`src/rtl/core/rsa_pkg.sv`:
```
// Shared types, window map and constants for the region sum readout unit.
package rsa_pkg;

  localparam int MAX_CLASSES = 10;
  localparam int SCORE_W     = 40;
  localparam int ERR_W       = 48;
  localparam int DIV_W       = 56;
  localparam int SEL_W       = 4;
  localparam logic [SCORE_W-1:0] MAX40 = '1;
  localparam logic [ERR_W-1:0]   MAX48 = '1;
  localparam logic [7:0]         DIV255 = 8'd255;

  localparam logic [1:0] CFG_GAIN       = 2'd0;
  localparam logic [1:0] CFG_ENABLE_NRM = 2'd1;
  localparam logic [1:0] CFG_ACCUM_NRM  = 2'd2;

  // class -> zone, bottom rows, right columns
  localparam logic [3:0] WIN_ZONE [MAX_CLASSES] = '{
    4'd5, 4'd5, 4'd5, 4'd5, 4'd7, 4'd7, 4'd9, 4'd9, 4'd11, 4'd11
  };
  localparam logic [MAX_CLASSES-1:0] WIN_BOTTOM = 10'b10_1110_1100;
  localparam logic [MAX_CLASSES-1:0] WIN_RIGHT  = 10'b00_1000_1010;

  typedef enum logic [3:0] {
    SC_IDLE, SC_RD, SC_LD, SC_DIV, SC_BASE, SC_M0, SC_M1,
    SC_SC, SC_SQ, SC_ACC, SC_MEAN, SC_MDIV, SC_OUT
  } sc_state_t;

  typedef struct packed {
    logic       rd;
    logic       clr;
  } sum_ctl_t;

  typedef struct packed {
    logic [SEL_W-1:0]   predicted_class;
    logic               correct;
    logic [SCORE_W-1:0] winning_score;
    logic [ERR_W-1:0]   squared_error;
  } result_t;

  function automatic logic in_span(input logic [5:0] v, input logic far,
                                   input int zs, input int ws);
    if (far) return (int'(v) >= zs - ws) && (int'(v) < zs);
    return int'(v) < ws;
  endfunction

  function automatic logic win_match(input logic [3:0] zone, input logic [5:0] row,
                                     input logic [5:0] col, input int k,
                                     input int zs, input int ws);
    return (zone == WIN_ZONE[k]) && in_span(row, WIN_BOTTOM[k], zs, ws) &&
           in_span(col, WIN_RIGHT[k], zs, ws);
  endfunction

endpackage

```
`src/rtl/core/rsa_accum.sv`:
```
// Window sum memory with read-modify-write pixel pipeline.
module rsa_accum
  import rsa_pkg::*;
#(
  parameter int ZONE_SIZE   = 60,
  parameter int WINDOW_SIZE = 10,
  parameter int NUM_CLASSES = 10,
  parameter int CLS_W       = 4,
  parameter int SUM_W       = 15
) (
  input  logic             clk,
  input  logic             rst_n,
  input  logic             px_acc,
  input  logic [7:0]       pixel,
  input  logic [3:0]       zone,
  input  logic [5:0]       row,
  input  logic [5:0]       col,
  input  sum_ctl_t         ctl,
  input  logic [CLS_W-1:0] sc_addr,
  output logic [SUM_W-1:0] sum_q
);

  logic [SUM_W-1:0] mem [NUM_CLASSES];
  logic [NUM_CLASSES-1:0] vld_r;
  logic [SUM_W-1:0] mem_q;
  logic             hit;
  logic [CLS_W-1:0] hit_cls, rd_addr;
  logic             s1_vld_r;
  logic [CLS_W-1:0] s1_cls_r;
  logic [7:0]       s1_pix_r;
  logic             fwd_r, rv_r;
  logic [SUM_W-1:0] fwd_d_r, wr_d;

  always_comb begin
    hit     = 1'b0;
    hit_cls = '0;
    for (int k = NUM_CLASSES - 1; k >= 0; k--) begin
      if (win_match(zone, row, col, k, ZONE_SIZE, WINDOW_SIZE)) begin
        hit     = 1'b1;
        hit_cls = CLS_W'(k);
      end
    end
  end

  assign rd_addr = ctl.rd ? sc_addr : hit_cls;
  assign sum_q   = fwd_r ? fwd_d_r : (rv_r ? mem_q : '0);
  assign wr_d    = sum_q + SUM_W'(s1_pix_r);

  always_ff @(posedge clk) begin
    if (!rst_n) begin
      s1_vld_r <= 1'b0;
      vld_r    <= '0;
      fwd_r    <= 1'b0;
      rv_r     <= 1'b0;
    end else begin
      s1_vld_r <= px_acc && hit;
      fwd_r    <= s1_vld_r && (s1_cls_r == rd_addr);
      rv_r     <= vld_r[rd_addr] || (s1_vld_r && (s1_cls_r == rd_addr));
      if (ctl.clr) vld_r <= '0;
      else if (s1_vld_r) vld_r[s1_cls_r] <= 1'b1;
    end
  end

  always_ff @(posedge clk) begin
    s1_cls_r <= hit_cls;
    s1_pix_r <= pixel;
    fwd_d_r  <= wr_d;
    mem_q    <= mem[rd_addr];
    if (s1_vld_r) mem[s1_cls_r] <= wr_d;
  end

endmodule

```
`config.mk`:
```
export PLATFORM = sky130hd
export DESIGN_NAME = rsa_accum
export DESIGN_NICKNAME = d
export VERILOG_FILES = /design/src/rtl/core/rsa_pkg.sv /design/src/rtl/core/rsa_accum.sv
export SDC_FILE = /design/constraint.sdc
export NUM_CORES = 1
export LEC_CHECK = 0
export ABC_CLOCK_PERIOD_IN_PS = 4900
export BUFFER_PORTS_ARGS = -buffer_cell sky130_fd_sc_hd__buf_2
export CAP_MARGIN = 10
export CORE_ASPECT_RATIO = 2
export CORE_MARGIN = 10
export CORE_UTILIZATION = 51
export CTS_CLUSTER_SIZE = 30
export DETAILED_ROUTE_END_ITERATION = 10
export PLACE_DENSITY = 0.72
export SLEW_MARGIN = 20
export SYNTH_ARGS = -nofsm -noshare
export SYNTH_HDL_FRONTEND = slang
export SYNTH_SLANG_ARGS = --single-unit
export TNS_END_PERCENT = 50
```
`constraint.sdc`:
```
create_clock -name clk -period 4.9 [get_ports clk]
set_input_delay 0.245 -clock clk [delete_from_list [all_inputs] [get_ports clk]]
set_output_delay 0.245 -clock clk [all_outputs]
set_load 0.02 [all_outputs]
```
==> results_tabular.tex <==
\begin{tabular}{lr}
\hline
Metric & Value \\
\hline
\multicolumn{2}{l}{\textbf{Clocking}} \\
Post-CTS Repair Setup Buffers & 0 \\
CTS root buffer & sky130\_fd\_sc\_hd\_\_clkbuf\_16 \\
Clk sinks & 205 \\
CTS H-tree depth & 1 \\
Worst-skew pair later-pin latency & 0.47 ns \\
TritonCTS Buffers & 18 \\
Clk buf depth & 3 \\
Clock slew at the register clock pins of the worst setup and hold paths & 0.07 ns \\
TritonCTS clock tree & yes \\
\multicolumn{2}{l}{\textbf{Setup path}} \\
Cell at the slowest stage of the critical path & sky130\_fd\_sc\_hd\_\_nor2b\_1 \\
Stage delay of the slowest cell on the critical path & 0.69 ns \\
Largest fanout on the critical path & 11 \\
Type of destination of the critical path & register \\
Startpoint of the worst register-to-register path & fwd\_r \\
Start point of the critical path & fwd\_r \\
Startpoint type of the worst setup path & register \\
WS Path Type & reg2reg \\
Setup slack of the most critical reg-to-reg path & 0.55 ns \\
Termination of the worst setup path & mem[9][14] \\
Worst path most repeated cell & sky130\_fd\_sc\_hd\_\_o21ai\_0 \\
Endpoint of the lowest-slack register-to-register path & mem[9][14] \\
Required time at the worst-slack endpoint & 5.06 ns \\
Cell-by-cell listing of the critical path & nor2b\_1 -> a22o\_1 -> ha\_1 -> inv\_1 -> fa\_1 -> nor2b\_1 -> o21ai\_0 -> a21boi\_0 -> o21ai\_0 -> a21oi\_1 -> o21ai\_0 -> xnor2\_1 \\
Data arrival time of the critical path & 4.50 ns \\
Depth of the worst register-to-register path & 12 \\
\multicolumn{2}{l}{\textbf{Detailed routing}} \\
Met2 layer wire length in the routed design & 10,500 um \\
Total DRC errors in the routed layout & 0 \\
DRT iter0 DRCs & 454 \\
Post-route met1 wirelength & 7580 um \\
First-pass iteration count of the detailed router & 5 \\
Via count & 5,540 \\
Via-per-instance ratio & 5.91 \\
Amount of wire on met3 after detailed routing & 1060 um \\
Routed wire per std cell & 21.1 um \\
Total wirelength of the detailed-routed design & 19,800 um \\
Post-route ant nets & 0 \\
Uppermost signal routing layer after detailed routing & met4 \\
\multicolumn{2}{l}{\textbf{STA}} \\
Relative slew slack & 28.9\% \\
Worst setup slack after layout & 0.555 ns \\
Setup repair after global routing missed its margin & no \\
Time the final worst path needs with I/O delays and setup & 4.35 ns \\
Maximum achievable frequency & 230 MHz \\
Setup skew after layout & 0.0105 ns \\
Count of final setup violators & 0 \\
Crit share post-route & 88.7\% \\
Setup tns final & 0 ns \\
Final hold vios & 0 \\
Max-slew violation count & 0 \\
Tightest Pin Transition & 1.06 ns \\
\multicolumn{2}{l}{\textbf{Power}} \\
Final total power & 0.00355 W \\
Total power per unit cell area & 374 nW/um\^{}2 \\
Leak & 3.46 nW \\
Largest vdd supply drop & 0.000265 V \\
\multicolumn{2}{l}{\textbf{Die}} \\
Floorplan die width & 110 um \\
Die Footprint & 22,100 sq um \\
Core area & 15,900 sq um \\
Number of placement rows & 65 \\
Die Y & 200 um \\
IO Count & 48 \\
Initial core utilization & 52.3\% \\
\multicolumn{2}{l}{\textbf{Yosys}} \\
Share of synthesized cell area in full adder, half adder and majority cells & 1.45\% \\
Share of flip-flops with an asynchronous set or reset after synthesis & 0\% \\
Average footprint of a synthesized cell & 12.4 sq um \\
Multiplexer share of the synthesized area & 0.513\% \\
Area fraction of the dominant cell type after synthesis & 54.3\% \\
Compound-cell area share of the yosys netlist & 13.8\% \\
Share of the synthesized netlist area taken by xor and xnor gates & 1.58\% \\
Cells after synthesis & 667 \\
Cell Area, Synth & 8290 sq um \\
Library cells used by synthesis & 63 \\
Post-synth top flop & sky130\_fd\_sc\_hd\_\_edfxtp\_1 \\
Largest family of logic cells by synthesized area & compound AO/OA/AOI/OAI gates \\
Net count after synthesis & 709 \\
Share of synthesized area occupied by flip-flops and latches & 67.6\% \\
Synth area leaders & sky130\_fd\_sc\_hd\_\_edfxtp\_1, sky130\_fd\_sc\_hd\_\_dfxtp\_1, sky130\_fd\_sc\_hd\_\_nand2\_1, sky130\_fd\_sc\_hd\_\_a21oi\_1, sky130\_fd\_sc\_hd\_\_nor2\_1 \\
Number of enable-type register cells in the synthesized netlist & 150 \\
Warnings from Yosys & 0 \\
Seq cells post-synth & 205 \\
Cell type contributing the most total cell area after synthesis & sky130\_fd\_sc\_hd\_\_edfxtp\_1 \\
Simple logic cell fraction of the synthesized area & 12.6\% \\
\multicolumn{2}{l}{\textbf{Global routing}} \\
Total GRT Usage & 17.7\% \\
Overflow left after global routing & 0 \\
Number of antenna violations at the first check in global routing & 0 \\
Global-route wire length before repair & 30,400 um \\
Largest net degree at the start of global routing & 77 \\
Number of global-route vias before repair & 5,641 \\
\multicolumn{2}{l}{\textbf{Cells and area}} \\
Area grow syn2layout & 14.6\% \\
Share of cells above drive strength 1 & 14.5\% \\
Post-layout utilization of the core & 59.9\% \\
Final nets & 767 \\
Count of non-filler cells in the finished layout & 938 \\
Antenna Cells & 0 \\
\multicolumn{2}{l}{\textbf{Status}} \\
Run status & complete, no violations \\
\multicolumn{2}{l}{\textbf{Place}} \\
Half-perimeter wire length after placement & 12,500 um \\
Number of placed cells counting well taps & 896 \\
Routability-driven placement congestion ratio & 0.875 \\
Port bufs & 45 \\
Pre-CTS setup slack & 0.694 ns \\
\multicolumn{2}{l}{\textbf{Flow run}} \\
Number of max-capacitance violations reported & 0 \\
\multicolumn{2}{l}{\textbf{Hold path}} \\
Worst min-delay path category & in2reg \\
\hline
\end{tabular}
cells by family (layout without fill, tap and decap cells):
group / after synthesis / in the layout
XOR/XNOR: 15 / 15
multiplexers: 4 / 4
adder cells (fa/ha/maj): 9 / 9
AND/OR/NAND/NOR: 234 / 234
flip-flops: 205 / 205
AO/OA/AOI/OAI: 153 / 153
buffers and inverters: 47 / 117
cell type report:
cell class	count	area, sq um
fillers	1241	6360
flip-flops and latches	205	5610
multi-input cells	415	2550
clock buffers	26	532
repair buffers	71	450
well taps	201	251
clock inverters	6	62.6
inverters	14	52.6
worst max-delay path: cells and delay by family, from the launching register on:
kind / cells / cell delay [ns]
flip-flops: 1 / 0.46
AND/OR/NAND/NOR: 2 / 0.81
XOR/XNOR: 1 / 0.68
buffers and inverters: 1 / 0.06
adder cells (fa/ha/maj): 2 / 0.58
AO/OA/AOI/OAI: 6 / 1.45
worst min path at each step:
stage	slack, ns	start	cells past startpoint	to
6_report	0.03	rst_n	2	s1_vld_r
3_3_place_gp	0.35	pixel[2]	1	s1_pix_r[2]
2_1_floorplan	0.27	pixel[0]	0	s1_pix_r[0]
4_1_cts	0.02	rst_n	2	s1_vld_r
5_1_grt	0.03	rst_n	2	s1_vld_r
3_5_place_dp	0.35	pixel[2]	1	s1_pix_r[2]
registers in the layout (all words and copies together) (netlist names):
signal / flops
rv_r: 1
s1_pix_r: 8
mem_q: 15
fwd_d_r: 15
s1_vld_r: 1
s1_cls_r: 4
fwd_r: 1
mem: 150
vld_r: 10
placed cells by master (no fill, tap or decap), types with 16 or more instances in the layout:
| cell type | instances |
|---|---|
| sky130_fd_sc_hd__nor2_1 | 48 |
| sky130_fd_sc_hd__buf_2 | 45 |
| sky130_fd_sc_hd__edfxtp_1 | 150 |
| sky130_fd_sc_hd__a21oi_1 | 38 |
| sky130_fd_sc_hd__o21ai_0 | 27 |
| sky130_fd_sc_hd__nand3_1 | 20 |
| sky130_fd_sc_hd__nand2_1 | 116 |
| sky130_fd_sc_hd__dfxtp_1 | 55 |
| sky130_fd_sc_hd__buf_4 | 16 |
| sky130_fd_sc_hd__clkbuf_16 | 19 |
metal layers:
layer	global-route usage [%]	up-vias
met3	2.79	51
met2	30.7	182
met1	20.6	2716
met5	0	-
met4	7.84	0
li1	-	2591
metrics by stage:
step                area, sq um  hold WS [ns]
global route               9500        0.0345
floorplan                  8290         0.273
global placement           8790         0.347
finish                     9500        0.0297
detailed placement         8790         0.349
CTS                        9480        0.0208
what timing repair did:
action,4_1_cts,5_1_grt
hold endpoints to repair,9,0
hold buffers,9,0
resized for setup,0,0
cell usage after synthesis (3+ instances only):
master,count
sky130_fd_sc_hd__nor2b_1,4
sky130_fd_sc_hd__and2_1,5
sky130_fd_sc_hd__nand2b_1,4
sky130_fd_sc_hd__o311a_1,4
sky130_fd_sc_hd__o2111a_1,14
sky130_fd_sc_hd__buf_2,8
sky130_fd_sc_hd__a22o_1,11
sky130_fd_sc_hd__a21oi_1,38
sky130_fd_sc_hd__o31ai_1,3
sky130_fd_sc_hd__dfxtp_1,55
sky130_fd_sc_hd__nor3_1,5
sky130_fd_sc_hd__a211oi_1,4
sky130_fd_sc_hd__a311o_1,14
sky130_fd_sc_hd__nand3_1,20
sky130_fd_sc_hd__inv_1,14
sky130_fd_sc_hd__xnor2_1,12
sky130_fd_sc_hd__a31oi_1,3
sky130_fd_sc_hd__or3_1,15
sky130_fd_sc_hd__xor2_1,3
sky130_fd_sc_hd__clkbuf_1,20
sky130_fd_sc_hd__o21ai_0,27
sky130_fd_sc_hd__nand2_1,116
sky130_fd_sc_hd__edfxtp_1,150
sky130_fd_sc_hd__o21a_1,10
sky130_fd_sc_hd__nor2_1,48
sky130_fd_sc_hd__ha_1,8
report_power, final:
group	switching (W)	internal, W	total (W)
clock network	0.000594	0.000814	0.00141
registers	0.0000132	0.00190	0.00191
logic	0.000152	0.0000791	0.000231
total	0.000759	0.00279	0.00355
(Power assumes the default switching activity.)
